<file path="src/jsu_pkg.sv">
`default_nettype none
package jsu_pkg;

  typedef enum logic [2:0] {
    PH_IDLE,
    PH_BODY,
    PH_ESC,
    PH_HEX1,
    PH_WAIT_BS,
    PH_WAIT_U,
    PH_HEX2
  } phase_t;

  localparam logic [1:0] KIND_DATA = 2'd0;
  localparam logic [1:0] KIND_END  = 2'd1;
  localparam logic [1:0] KIND_ERR  = 2'd2;

  localparam logic [7:0] CHAR_NUL    = 8'h00;
  localparam logic [7:0] CHAR_QUOTE  = 8'h22;
  localparam logic [7:0] CHAR_BSLASH = 8'h5C;
  localparam logic [7:0] CHAR_B      = 8'h62;
  localparam logic [7:0] CHAR_F      = 8'h66;
  localparam logic [7:0] CHAR_N      = 8'h6E;
  localparam logic [7:0] CHAR_R      = 8'h72;
  localparam logic [7:0] CHAR_T      = 8'h74;
  localparam logic [7:0] CHAR_U      = 8'h75;

  localparam logic [15:0] HIGH_SUR_MIN = 16'hD800;
  localparam logic [15:0] HIGH_SUR_MAX = 16'hDBFF;
  localparam logic [15:0] LOW_SUR_MIN  = 16'hDC00;
  localparam logic [15:0] LOW_SUR_MAX  = 16'hDFFF;

  localparam int QUEUE_DEPTH = 2;

  // One group holds every result that a single input byte causes.
  typedef struct packed {
    logic [3:0][7:0] data;
    logic [1:0]      cnt;
    logic [1:0]      kind;
  } group_t;

  typedef struct packed {
    logic   push;
    group_t grp;
  } push_t;

  typedef struct packed {
    logic   valid;
    group_t grp;
  } head_t;

endpackage
`default_nettype wire

</file>
<file path="src/jsu_in_if.sv">
`default_nettype none
interface jsu_in_if;
  logic       valid;
  logic       ready;
  logic [7:0] in_byte;

  modport source (output valid, output in_byte, input ready);
  modport sink (input valid, input in_byte, output ready);
endinterface
`default_nettype wire

</file>
<file path="src/jsu_out_if.sv">
`default_nettype none
interface jsu_out_if;
  logic       valid;
  logic       ready;
  logic [7:0] out_byte;
  logic [1:0] out_kind;
  logic       out_last;

  modport source (output valid, output out_byte, output out_kind, output out_last, input ready);
  modport sink (input valid, input out_byte, input out_kind, input out_last, output ready);
endinterface
`default_nettype wire

</file>
<file path="src/jsu_front.sv">
`default_nettype none
module jsu_front (
  input  wire logic           clk,
  input  wire logic           rst_n,
  jsu_in_if.sink              in_ch,
  input  wire logic           q_full,
  output jsu_pkg::push_t      q_push
);

  typedef struct packed {
    jsu_pkg::phase_t ph;
    logic            push;
    logic [7:0]      data;
    logic [1:0]      kind;
    logic            hstart;
  } act_t;

  jsu_pkg::phase_t phase_r, phase_nxt;
  logic [1:0]      hc_r, hc_nxt;
  logic [15:0]     cu_r, cu_nxt;
  logic [9:0]      hh_r, hh_nxt;
  logic            hs_r, hs_nxt;

  logic            accept;
  logic            push_flag;
  jsu_pkg::group_t grp;
  act_t            act;
  logic [7:0]      c;
  logic            hd_ok;
  logic [3:0]      hd_val;
  logic            hx_stop;
  logic [15:0]     hx_code;
  logic            hx_done;

  function automatic jsu_pkg::group_t single(input logic [7:0] d, input logic [1:0] k);
    jsu_pkg::group_t g;
    g         = '0;
    g.data[0] = d;
    g.kind    = k;
    return g;
  endfunction

  function automatic jsu_pkg::group_t enc(input logic [20:0] cp);
    jsu_pkg::group_t g;
    g      = '0;
    g.kind = jsu_pkg::KIND_DATA;
    if (cp < 21'h80) begin
      g.data[0] = cp[7:0];
      g.cnt     = 2'd0;
    end else if (cp < 21'h800) begin
      g.data[0] = {3'b110, cp[10:6]};
      g.data[1] = {2'b10, cp[5:0]};
      g.cnt     = 2'd1;
    end else if (cp < 21'h10000) begin
      g.data[0] = {4'b1110, cp[15:12]};
      g.data[1] = {2'b10, cp[11:6]};
      g.data[2] = {2'b10, cp[5:0]};
      g.cnt     = 2'd2;
    end else begin
      g.data[0] = {5'b11110, cp[20:18]};
      g.data[1] = {2'b10, cp[17:12]};
      g.data[2] = {2'b10, cp[11:6]};
      g.data[3] = {2'b10, cp[5:0]};
      g.cnt     = 2'd3;
    end
    return g;
  endfunction

  function automatic act_t body_fn(input logic [7:0] b);
    act_t a;
    a = '0;
    if (b == jsu_pkg::CHAR_QUOTE || b == jsu_pkg::CHAR_NUL) begin
      a.ph   = jsu_pkg::PH_IDLE;
      a.push = 1'b1;
      a.kind = jsu_pkg::KIND_END;
    end else if (b == jsu_pkg::CHAR_BSLASH) begin
      a.ph = jsu_pkg::PH_ESC;
    end else begin
      a.ph   = jsu_pkg::PH_BODY;
      a.push = 1'b1;
      a.data = b;
      a.kind = jsu_pkg::KIND_DATA;
    end
    return a;
  endfunction

  function automatic act_t esc_fn(input logic [7:0] b);
    act_t a;
    a      = '0;
    a.ph   = jsu_pkg::PH_BODY;
    a.push = 1'b1;
    a.kind = jsu_pkg::KIND_DATA;
    case (b)
      jsu_pkg::CHAR_NUL: begin
        a.ph   = jsu_pkg::PH_IDLE;
        a.kind = jsu_pkg::KIND_END;
      end
      jsu_pkg::CHAR_B: a.data = 8'h08;
      jsu_pkg::CHAR_F: a.data = 8'h0C;
      jsu_pkg::CHAR_N: a.data = 8'h0A;
      jsu_pkg::CHAR_R: a.data = 8'h0D;
      jsu_pkg::CHAR_T: a.data = 8'h09;
      jsu_pkg::CHAR_U: begin
        a.ph     = jsu_pkg::PH_HEX1;
        a.push   = 1'b0;
        a.hstart = 1'b1;
      end
      default: a.data = b;
    endcase
    return a;
  endfunction

  assign c           = in_ch.in_byte;
  assign in_ch.ready = !q_full;
  assign accept      = in_ch.valid && !q_full;

  always_comb begin
    hd_ok  = 1'b1;
    hd_val = 4'd0;
    if (c >= 8'h30 && c <= 8'h39) begin
      hd_val = 4'(c - 8'h30);
    end else if (c >= 8'h61 && c <= 8'h66) begin
      hd_val = 4'(c - 8'h57);
    end else if (c >= 8'h41 && c <= 8'h46) begin
      hd_val = 4'(c - 8'h37);
    end else begin
      hd_ok = 1'b0;
    end
  end

  assign hx_stop = hs_r || !hd_ok;
  assign hx_code = (!hs_r && hd_ok) ? {cu_r[11:0], hd_val} : cu_r;
  assign hx_done = (hc_r == 2'd3);

  always_comb begin
    phase_nxt = phase_r;
    hc_nxt    = hc_r;
    cu_nxt    = cu_r;
    hh_nxt    = hh_r;
    hs_nxt    = hs_r;
    push_flag = 1'b0;
    grp       = single(8'h00, jsu_pkg::KIND_DATA);
    act       = '0;
    case (phase_r)
      jsu_pkg::PH_IDLE: begin
        if (c == jsu_pkg::CHAR_QUOTE) begin
          phase_nxt = jsu_pkg::PH_BODY;
        end else begin
          push_flag = 1'b1;
          grp       = single(8'h00, jsu_pkg::KIND_ERR);
        end
      end
      jsu_pkg::PH_BODY, jsu_pkg::PH_WAIT_BS, jsu_pkg::PH_ESC, jsu_pkg::PH_WAIT_U: begin
        if (phase_r == jsu_pkg::PH_WAIT_BS && c == jsu_pkg::CHAR_BSLASH) begin
          phase_nxt = jsu_pkg::PH_WAIT_U;
        end else if (phase_r == jsu_pkg::PH_WAIT_U && c == jsu_pkg::CHAR_U) begin
          phase_nxt = jsu_pkg::PH_HEX2;
          hc_nxt    = 2'd0;
          cu_nxt    = 16'h0000;
          hs_nxt    = 1'b0;
        end else begin
          if (phase_r == jsu_pkg::PH_BODY || phase_r == jsu_pkg::PH_WAIT_BS) begin
            act = body_fn(c);
          end else begin
            act = esc_fn(c);
          end
          phase_nxt = act.ph;
          push_flag = act.push;
          grp       = single(act.data, act.kind);
          if (act.hstart) begin
            hc_nxt = 2'd0;
            cu_nxt = 16'h0000;
            hs_nxt = 1'b0;
          end
        end
      end
      jsu_pkg::PH_HEX1, jsu_pkg::PH_HEX2: begin
        if (c == jsu_pkg::CHAR_NUL) begin
          phase_nxt = jsu_pkg::PH_IDLE;
          push_flag = 1'b1;
          grp       = single(8'h00, jsu_pkg::KIND_END);
        end else begin
          hs_nxt = hx_stop;
          cu_nxt = hx_code;
          hc_nxt = hx_done ? hc_r : hc_r + 2'd1;
          if (hx_done) begin
            phase_nxt = jsu_pkg::PH_BODY;
            if (phase_r == jsu_pkg::PH_HEX2) begin
              if (hx_code >= jsu_pkg::LOW_SUR_MIN && hx_code <= jsu_pkg::LOW_SUR_MAX) begin
                push_flag = 1'b1;
                grp       = enc({1'b0, hh_r, hx_code[9:0]} | 21'h10000);
              end
            end else if ((hx_code >= jsu_pkg::LOW_SUR_MIN && hx_code <= jsu_pkg::LOW_SUR_MAX)
                         || hx_code == 16'h0000) begin
              push_flag = 1'b0;
            end else if (hx_code >= jsu_pkg::HIGH_SUR_MIN
                         && hx_code <= jsu_pkg::HIGH_SUR_MAX) begin
              hh_nxt    = hx_code[9:0];
              phase_nxt = jsu_pkg::PH_WAIT_BS;
            end else begin
              push_flag = 1'b1;
              grp       = enc({5'b00000, hx_code});
            end
          end
        end
      end
      default: begin
        phase_nxt = jsu_pkg::PH_IDLE;
        push_flag = 1'b1;
        grp       = single(8'h00, jsu_pkg::KIND_ERR);
      end
    endcase
  end

  assign q_push.push = accept && push_flag;
  assign q_push.grp  = grp;

  always_ff @(posedge clk) begin
    if (!rst_n) begin
      phase_r <= jsu_pkg::PH_IDLE;
      hc_r    <= 2'd0;
      cu_r    <= 16'h0000;
      hh_r    <= 10'h000;
      hs_r    <= 1'b0;
    end else if (accept) begin
      phase_r <= phase_nxt;
      hc_r    <= hc_nxt;
      cu_r    <= cu_nxt;
      hh_r    <= hh_nxt;
      hs_r    <= hs_nxt;
    end
  end

endmodule
`default_nettype wire

</file>
<file path="src/jsu_queue.sv">
`default_nettype none
module jsu_queue #(
  parameter int DEPTH = jsu_pkg::QUEUE_DEPTH
) (
  input  wire logic           clk,
  input  wire logic           rst_n,
  input  wire jsu_pkg::push_t q_push,
  input  wire logic           pop,
  output logic                full,
  output jsu_pkg::head_t      head
);

  localparam int PW = (DEPTH > 1) ? $clog2(DEPTH) : 1;
  localparam int CW = $clog2(DEPTH + 1);

  jsu_pkg::group_t mem_r [DEPTH];
  logic [PW-1:0]   wr_ptr_r, wr_ptr_nxt;
  logic [PW-1:0]   rd_ptr_r, rd_ptr_nxt;
  logic [CW-1:0]   cnt_r, cnt_nxt;
  logic            do_pop;

  assign full       = (cnt_r == CW'(DEPTH));
  assign head.valid = (cnt_r != '0);
  assign head.grp   = mem_r[rd_ptr_r];
  assign do_pop     = pop && head.valid;

  always_comb begin
    wr_ptr_nxt = wr_ptr_r;
    rd_ptr_nxt = rd_ptr_r;
    cnt_nxt    = cnt_r;
    if (q_push.push) begin
      wr_ptr_nxt = (wr_ptr_r == PW'(DEPTH - 1)) ? '0 : wr_ptr_r + 1'b1;
    end
    if (do_pop) begin
      rd_ptr_nxt = (rd_ptr_r == PW'(DEPTH - 1)) ? '0 : rd_ptr_r + 1'b1;
    end
    if (q_push.push && !do_pop) begin
      cnt_nxt = cnt_r + 1'b1;
    end else if (!q_push.push && do_pop) begin
      cnt_nxt = cnt_r - 1'b1;
    end
  end

  always_ff @(posedge clk) begin
    if (q_push.push) begin
      mem_r[wr_ptr_r] <= q_push.grp;
    end
  end

  always_ff @(posedge clk) begin
    if (!rst_n) begin
      wr_ptr_r <= '0;
      rd_ptr_r <= '0;
      cnt_r    <= '0;
    end else begin
      wr_ptr_r <= wr_ptr_nxt;
      rd_ptr_r <= rd_ptr_nxt;
      cnt_r    <= cnt_nxt;
    end
  end

endmodule
`default_nettype wire

</file>
<file path="src/jsu_back.sv">
`default_nettype none
module jsu_back (
  input  wire logic           clk,
  input  wire logic           rst_n,
  input  wire jsu_pkg::head_t head,
  output logic                pop,
  jsu_out_if.source           out_ch
);

  logic [1:0] idx_r, idx_nxt;
  logic       last;
  logic       taken;

  assign last            = (idx_r == head.grp.cnt);
  assign taken           = head.valid && out_ch.ready;
  assign out_ch.valid    = head.valid;
  assign out_ch.out_byte = head.grp.data[idx_r];
  assign out_ch.out_kind = head.grp.kind;
  assign out_ch.out_last = last;
  assign pop             = taken && last;

  always_comb begin
    idx_nxt = idx_r;
    if (taken) begin
      idx_nxt = last ? 2'd0 : idx_r + 2'd1;
    end
  end

  always_ff @(posedge clk) begin
    if (!rst_n) begin
      idx_r <= 2'd0;
    end else begin
      idx_r <= idx_nxt;
    end
  end

endmodule
`default_nettype wire

</file>
<file path="src/json_string_unescape_top.sv">
// A result enters the result queue when the byte that causes it is accepted and is
// offered from its head. Throughput: one byte per cycle while each byte gives at most
// one result and the output is ready; a multi-byte UTF-8 result holds the output port
// until all its bytes are taken. The front decoder keeps taking bytes until the result
// queue between it and the output serialiser is full. Synchronous active-low reset
// returns the decoder to waiting for an opening quote and empties the queue.
`default_nettype none
module json_string_unescape_top #(
  parameter int QUEUE_DEPTH = jsu_pkg::QUEUE_DEPTH
) (
  input  wire logic clk,
  input  wire logic rst_n,
  jsu_in_if.sink    in_ch,
  jsu_out_if.source out_ch
);

  jsu_pkg::push_t q_push;
  jsu_pkg::head_t head;
  logic           q_full;
  logic           pop;

  jsu_front u_front (
    .clk    (clk),
    .rst_n  (rst_n),
    .in_ch  (in_ch),
    .q_full (q_full),
    .q_push (q_push)
  );

  jsu_queue #(
    .DEPTH (QUEUE_DEPTH)
  ) u_queue (
    .clk    (clk),
    .rst_n  (rst_n),
    .q_push (q_push),
    .pop    (pop),
    .full   (q_full),
    .head   (head)
  );

  jsu_back u_back (
    .clk    (clk),
    .rst_n  (rst_n),
    .head   (head),
    .pop    (pop),
    .out_ch (out_ch)
  );

  a_reset_empty: assert property (@(posedge clk) !rst_n |=> !out_ch.valid)
    else $error("output valid straight after reset");

  a_marker_zero: assert property (@(posedge clk) disable iff (!rst_n)
    out_ch.valid && out_ch.out_kind != jsu_pkg::KIND_DATA |-> out_ch.out_byte == 8'h00)
    else $error("end or error result carries a non-zero byte");

  a_marker_last: assert property (@(posedge clk) disable iff (!rst_n)
    out_ch.valid && out_ch.out_kind != jsu_pkg::KIND_DATA |-> out_ch.out_last)
    else $error("end or error result not marked last");

  a_kind_legal: assert property (@(posedge clk) disable iff (!rst_n)
    out_ch.valid |-> (out_ch.out_kind == jsu_pkg::KIND_DATA
                      || out_ch.out_kind == jsu_pkg::KIND_END
                      || out_ch.out_kind == jsu_pkg::KIND_ERR))
    else $error("illegal result kind");

endmodule
`default_nettype wire

</file>
<file path="src/flat_wrapper.sv">
// flat-port wrapper written by rule: the top's interface ports become plain ports
module json_string_unescape_top_flat 
#(
  parameter int QUEUE_DEPTH = jsu_pkg::QUEUE_DEPTH
)
  (clk, rst_n, in_ch_valid, in_ch_in_byte, in_ch_ready, out_ch_valid, out_ch_out_byte, out_ch_out_kind, out_ch_out_last, out_ch_ready);
  jsu_in_if in_ch_i ();
  jsu_out_if out_ch_i ();
  input  wire logic clk;
  input  wire logic rst_n;
  input wire logic [$bits(in_ch_i.valid)-1:0] in_ch_valid;
  input wire logic [$bits(in_ch_i.in_byte)-1:0] in_ch_in_byte;
  output wire logic [$bits(in_ch_i.ready)-1:0] in_ch_ready;
  output wire logic [$bits(out_ch_i.valid)-1:0] out_ch_valid;
  output wire logic [$bits(out_ch_i.out_byte)-1:0] out_ch_out_byte;
  output wire logic [$bits(out_ch_i.out_kind)-1:0] out_ch_out_kind;
  output wire logic [$bits(out_ch_i.out_last)-1:0] out_ch_out_last;
  input wire logic [$bits(out_ch_i.ready)-1:0] out_ch_ready;
  assign in_ch_i.valid = in_ch_valid;
  assign in_ch_i.in_byte = in_ch_in_byte;
  assign in_ch_ready = in_ch_i.ready;
  assign out_ch_valid = out_ch_i.valid;
  assign out_ch_out_byte = out_ch_i.out_byte;
  assign out_ch_out_kind = out_ch_i.out_kind;
  assign out_ch_out_last = out_ch_i.out_last;
  assign out_ch_i.ready = out_ch_ready;
  json_string_unescape_top #(.QUEUE_DEPTH(QUEUE_DEPTH)) u_core (.clk(clk), .rst_n(rst_n), .in_ch(in_ch_i), .out_ch(out_ch_i));
endmodule
</file>
<file path="config.mk">
export PLATFORM = sky130hd
export DESIGN_NAME = json_string_unescape_top_flat
export DESIGN_NICKNAME = d
export VERILOG_FILES = /design/src/jsu_pkg.sv /design/src/jsu_in_if.sv /design/src/jsu_out_if.sv /design/src/jsu_front.sv /design/src/jsu_queue.sv /design/src/jsu_back.sv /design/src/json_string_unescape_top.sv /design/src/flat_wrapper.sv
export SDC_FILE = /design/constraint.sdc
export NUM_CORES = 1
export LEC_CHECK = 0
export ABC_AREA = 1
export BUFFER_PORTS_ARGS = -buffer_cell sky130_fd_sc_hd__buf_2
export CORE_MARGIN = 2
export CORE_UTILIZATION = 60
export CTS_CLUSTER_SIZE = 24
export DETAILED_ROUTE_END_ITERATION = 7
export HOLD_SLACK_MARGIN = 0.1
export PLACE_DENSITY = 0.8
export RECOVER_POWER = 100
export SLEW_MARGIN = 20
export SYNTH_ARGS = -nofsm -noshare
export SYNTH_HDL_FRONTEND = slang
export SYNTH_SLANG_ARGS = --single-unit
export TNS_END_PERCENT = 20
</file>
<file path="constraint.sdc">
create_clock -name clk -period 5.3 [get_ports clk]
set_input_delay 0.53 -clock clk [delete_from_list [all_inputs] [get_ports clk]]
set_output_delay 0.53 -clock clk [all_outputs]
set_load 0.1 [all_outputs]
</file>
==> impl_metrics.csv <==
group,metric,value,unit
worst_hold_path,min_to,"u_core.u_front.hh_r[7]",
routing,dr.pass1.iters,5,
grt,track_usage,28.2,%
clock_network,cts_max_level,3,
clock_network,path_clk_slew,0.10,ns
timing,tightest_slew,1.18,ns
floorplan,initial_core_util,62.3,%
routing,drcViolationCount,0,
grt,grt_pass1_wl,21600,um
worst_setup_path,rrSetupSlack,1.33,ns
clock_network,cts_buffers,9,
outcome,status,"finished, final reports clean",
logic_synthesis,synth-edff-count,64,
clock_network,cts_sinks,102,
timing,setup_viol,0,
worst_setup_path,path_buf_inv,5,
grt,grt.busiest_layer,"met2",
clock_network,cts_root_buffer,"clkbuf_8",
timing,period_minus_slack,4.25,ns
logic_synthesis,yosys.area_share.simple,26.8,%
logic_synthesis,synth_compound_gate_area_share,14.9,%
worst_hold_path,min_path_cells,2,
worst_hold_path,hp-start,"u_core.u_front.hh_r[7]",
clock_network,cts_tree,"done",
timing,rsz0062_at_grt,"no",
worst_setup_path,cp.arrival,4.38,ns
routing,first_iter_violations,427,
grt,grt.met3_usage,4.64,%
routing,num_vias,4703,
floorplan,num_rows,34,
power,p_per_area,342,nW/um^2
logic_synthesis,synthAdderAreaFrac,1.60,%
place,detailed_place_hpwl,9880,um
grt,grt_pass1_vias,4326,
logic_synthesis,synthCells,669,
worst_setup_path,crit_path_max_incr_delay,0.56,ns
floorplan,coreArea,8760,um^2
worst_setup_path,critPathLaunchType,"input port",
worst_setup_path,worstSetupEndpointType,"flop",
finish,n_antenna_cell,0,
worst_setup_path,critPathKind,"in2reg",
grt,grt_max_degree,33,
timing,timing.fmax,235,MHz
grt,antenna_found_initial,0,
clock_network,cts_buffer_depth,2,
place,gp_congestion,0.994,
worst_setup_path,r2r-start,"u_core.u_front.phase_r[1]",
floorplan,fp.dieH,99.4,um
run,drv_cap,0,
finish,fin_util,65.3,%
grt,grt_overflow,0,
logic_synthesis,yosysSeqAreaShare,49.1,%
logic_synthesis,ys_ff_latch,102,
worst_setup_path,timing.rr.end,"u_core.u_queue.mem_r[1][12]",
floorplan,die_w,99.4,um
routing,viasPerCell,5.86,
worst_setup_path,crit_chain,"clkbuf_1 > inv_1 > ha_1 > nand3b_1 > nand3_4 > nand2_4 > nand2_1 > nand2_1 > nand2_1 > inv_1 > nor2_4 > nand4_1 > clkinv_1 > nand3_4 > nor2_1 > inv_1 > o211ai_1",
worst_setup_path,crit_fanout,21,
power,leakage,2.28,nW
clock_network,postCtsSetupBuffers,0,
finish,fin_nets,708,
clock_network,ctsHoldBuffers,0,
timing,hold_viol,0,
timing,hold_ws,0.461,ns
grt,met1_usage,38.4,%
routing,wl_per_cell,16.7,um
place,port_buffers,24,
worst_hold_path,hp-class,"reg2reg",
logic_synthesis,synth_top_family_by_area,"simple AND/OR/NAND/NOR gates",
routing,wirelength,13400,um
finish,area_growth,4.86,%
logic_synthesis,synth_fp_nets,688,
logic_synthesis,synthMuxAreaShare,0.183,%
logic_synthesis,async_flop_share,0,%
clock_network,clock_latency,0.37,ns
clock_network,cts-resized-gates,0,
logic_synthesis,ys_types,43,
timing,slew_viol_final,0,
finish,layout-drive-gt1-share,7.78,%
floorplan,io_pins,25,
logic_synthesis,ys.flop_type,"edfxtp_1",
logic_synthesis,syn_area,5460,um^2
worst_setup_path,cp.required,5.43,ns
logic_synthesis,synth_xor_area_share,0.321,%
floorplan,dieArea,9880,um^2
timing,slew_headroom,21.9,%
worst_setup_path,crit_family,"simple AND/OR/NAND/NOR gates",
timing,timing.final.crit_share,80.3,%
finish,fill_cells,746,
grt,grt_use_met2,46.7,%
timing,tns,0,ns
timing,clock_skew,0.0201,ns
power,peakVddDrop,179,uV
logic_synthesis,postSynthAreaPerCell,8.16,um^2
routing,antenna_left,0,
worst_setup_path,critPathSlowestCell,"nand2_1",
worst_setup_path,ff2ff_path_depth,12,
logic_synthesis,yosysWarnings,0,
-- per-stage QoR --
stage	setup slack, ns	instance area [um^2]	power (mW)	std cells
3_3_place_gp	1.62	5660	1.52	786
5_1_grt	0.727	5730	2.04	802
2_1_floorplan	1.08	5460	1.42	669
6_report	1.05	5730	1.96	802
3_5_place_dp	1.36	5660	1.53	786
4_1_cts	1.76	5840	1.98	802
-- how the worst max path moves through the flow --
| stage | from | to | slack (ns) | depth (start not counted) |
|---|---|---|---|---|
| 3_5_place_dp | in_ch_in_byte[0] | u_core.u_queue.cnt_r[1] | 1.36 | 23 |
| 2_1_floorplan | flop | out_ch_out_byte[6] | 1.08 | 4 |
| 4_1_cts | in_ch_in_byte[0] | u_core.u_queue.cnt_r[1] | 1.76 | 23 |
| 6_report | in_ch_in_byte[0] | u_core.u_queue.mem_r[1][12] | 1.05 | 17 |
| 5_1_grt | in_ch_in_byte[0] | u_core.u_queue.mem_r[0][0] | 0.73 | 20 |
| 3_3_place_gp | in_ch_in_byte[0] | u_core.u_queue.cnt_r[1] | 1.62 | 23 |
-- Yosys cell counts (all sizes together) (2+ instances only) --
cell | count | area (um^2)
o2111ai | 3 | 26.3
nor2 | 101 | 429
o21ai | 56 | 284
dfxtp | 38 | 761
a22oi | 2 | 15.0
nand2 | 162 | 683
o211ai | 5 | 37.5
clkbuf | 14 | 52.6
nor3 | 6 | 46.3
ha | 7 | 87.6
edfxtp | 64 | 1920
a31oi | 9 | 56.3
o22ai | 14 | 93.8
xor2 | 2 | 17.5
buf | 4 | 32.5
nand3 | 33 | 208
inv | 78 | 293
a21oi | 47 | 235
clkinv | 2 | 7.51
nand4 | 10 | 77.6
a211oi | 2 | 15.0
a221oi | 3 | 26.3
-- routing by layer --
metal / wire length (um) / vias up
met5: 0 / -
li1: - / 2301
met1: 5760 / 2168
met3: 911 / 35
met4: 360 / 0
met2: 6360 / 199
-- logic make-up (layout without fill, tap and decap cells) --
kind of cell,Yosys count,after routing
compound gates,144,144
xor+xnor,2,2
mux,1,1
buf+inv,98,123
flops,102,102
simple gates,315,315
fa+ha+maj,7,7
-- power breakdown --
part | internal, mW | leakage [nW] | switching [mW]
Clock | 0.179 | 0.0894 | 0.275
Combinational | 0.0928 | 1.28 | 0.460
Sequential | 0.916 | 0.910 | 0.0331
-- state kept, by name, summed over array words and instances (netlist names), named ones only --
name                     flops
u_core.u_front.phase_r       3
u_core.u_front.hc_r          2
u_core.u_back.idx_r          2
u_core.u_queue.mem_r        64
u_core.u_front.hs_r          1
u_core.u_front.cu_r         16
u_core.u_queue.cnt_r         2
u_core.u_front.hh_r          9
u_core.u_queue.rd_ptr_r      1
u_core.u_queue.wr_ptr_r      1
-- cells in the final DEF (no fill, tap or decap), types with 6 or more instances in the layout --
cell	count
ha_1	7
o22ai_1	14
buf_2	10
inv_1	74
nand4_1	10
dfxtp_1	38
a31oi_1	9
o21ai_0	53
clkbuf_1	15
nor3_1	6
clkbuf_8	9
edfxtp_1	64
nand2_2	10
nand3_1	30
nand2_1	148
nor2_1	95
a21oi_1	47
-- final cells by class --
class / instances / area [um^2] / area share [%]
inverter: 80 / 300 / 5.24
clock buffer: 10 / 128 / 2.23
multi-input combinational: 469 / 2310 / 40.3
sequential: 102 / 2680 / 46.9
tap: 108 / 135 / 2.36
clock inverter: 6 / 53.8 / 0.940
timing repair buffer: 27 / 120 / 2.10
-- worst min-delay path: stages, from the launching register on --
cell,delay (ns)
dfxtp_1,0.31
inv_1,0.06
a21oi_1,0.06
Note: power is estimated with default switching activity, not from simulation.
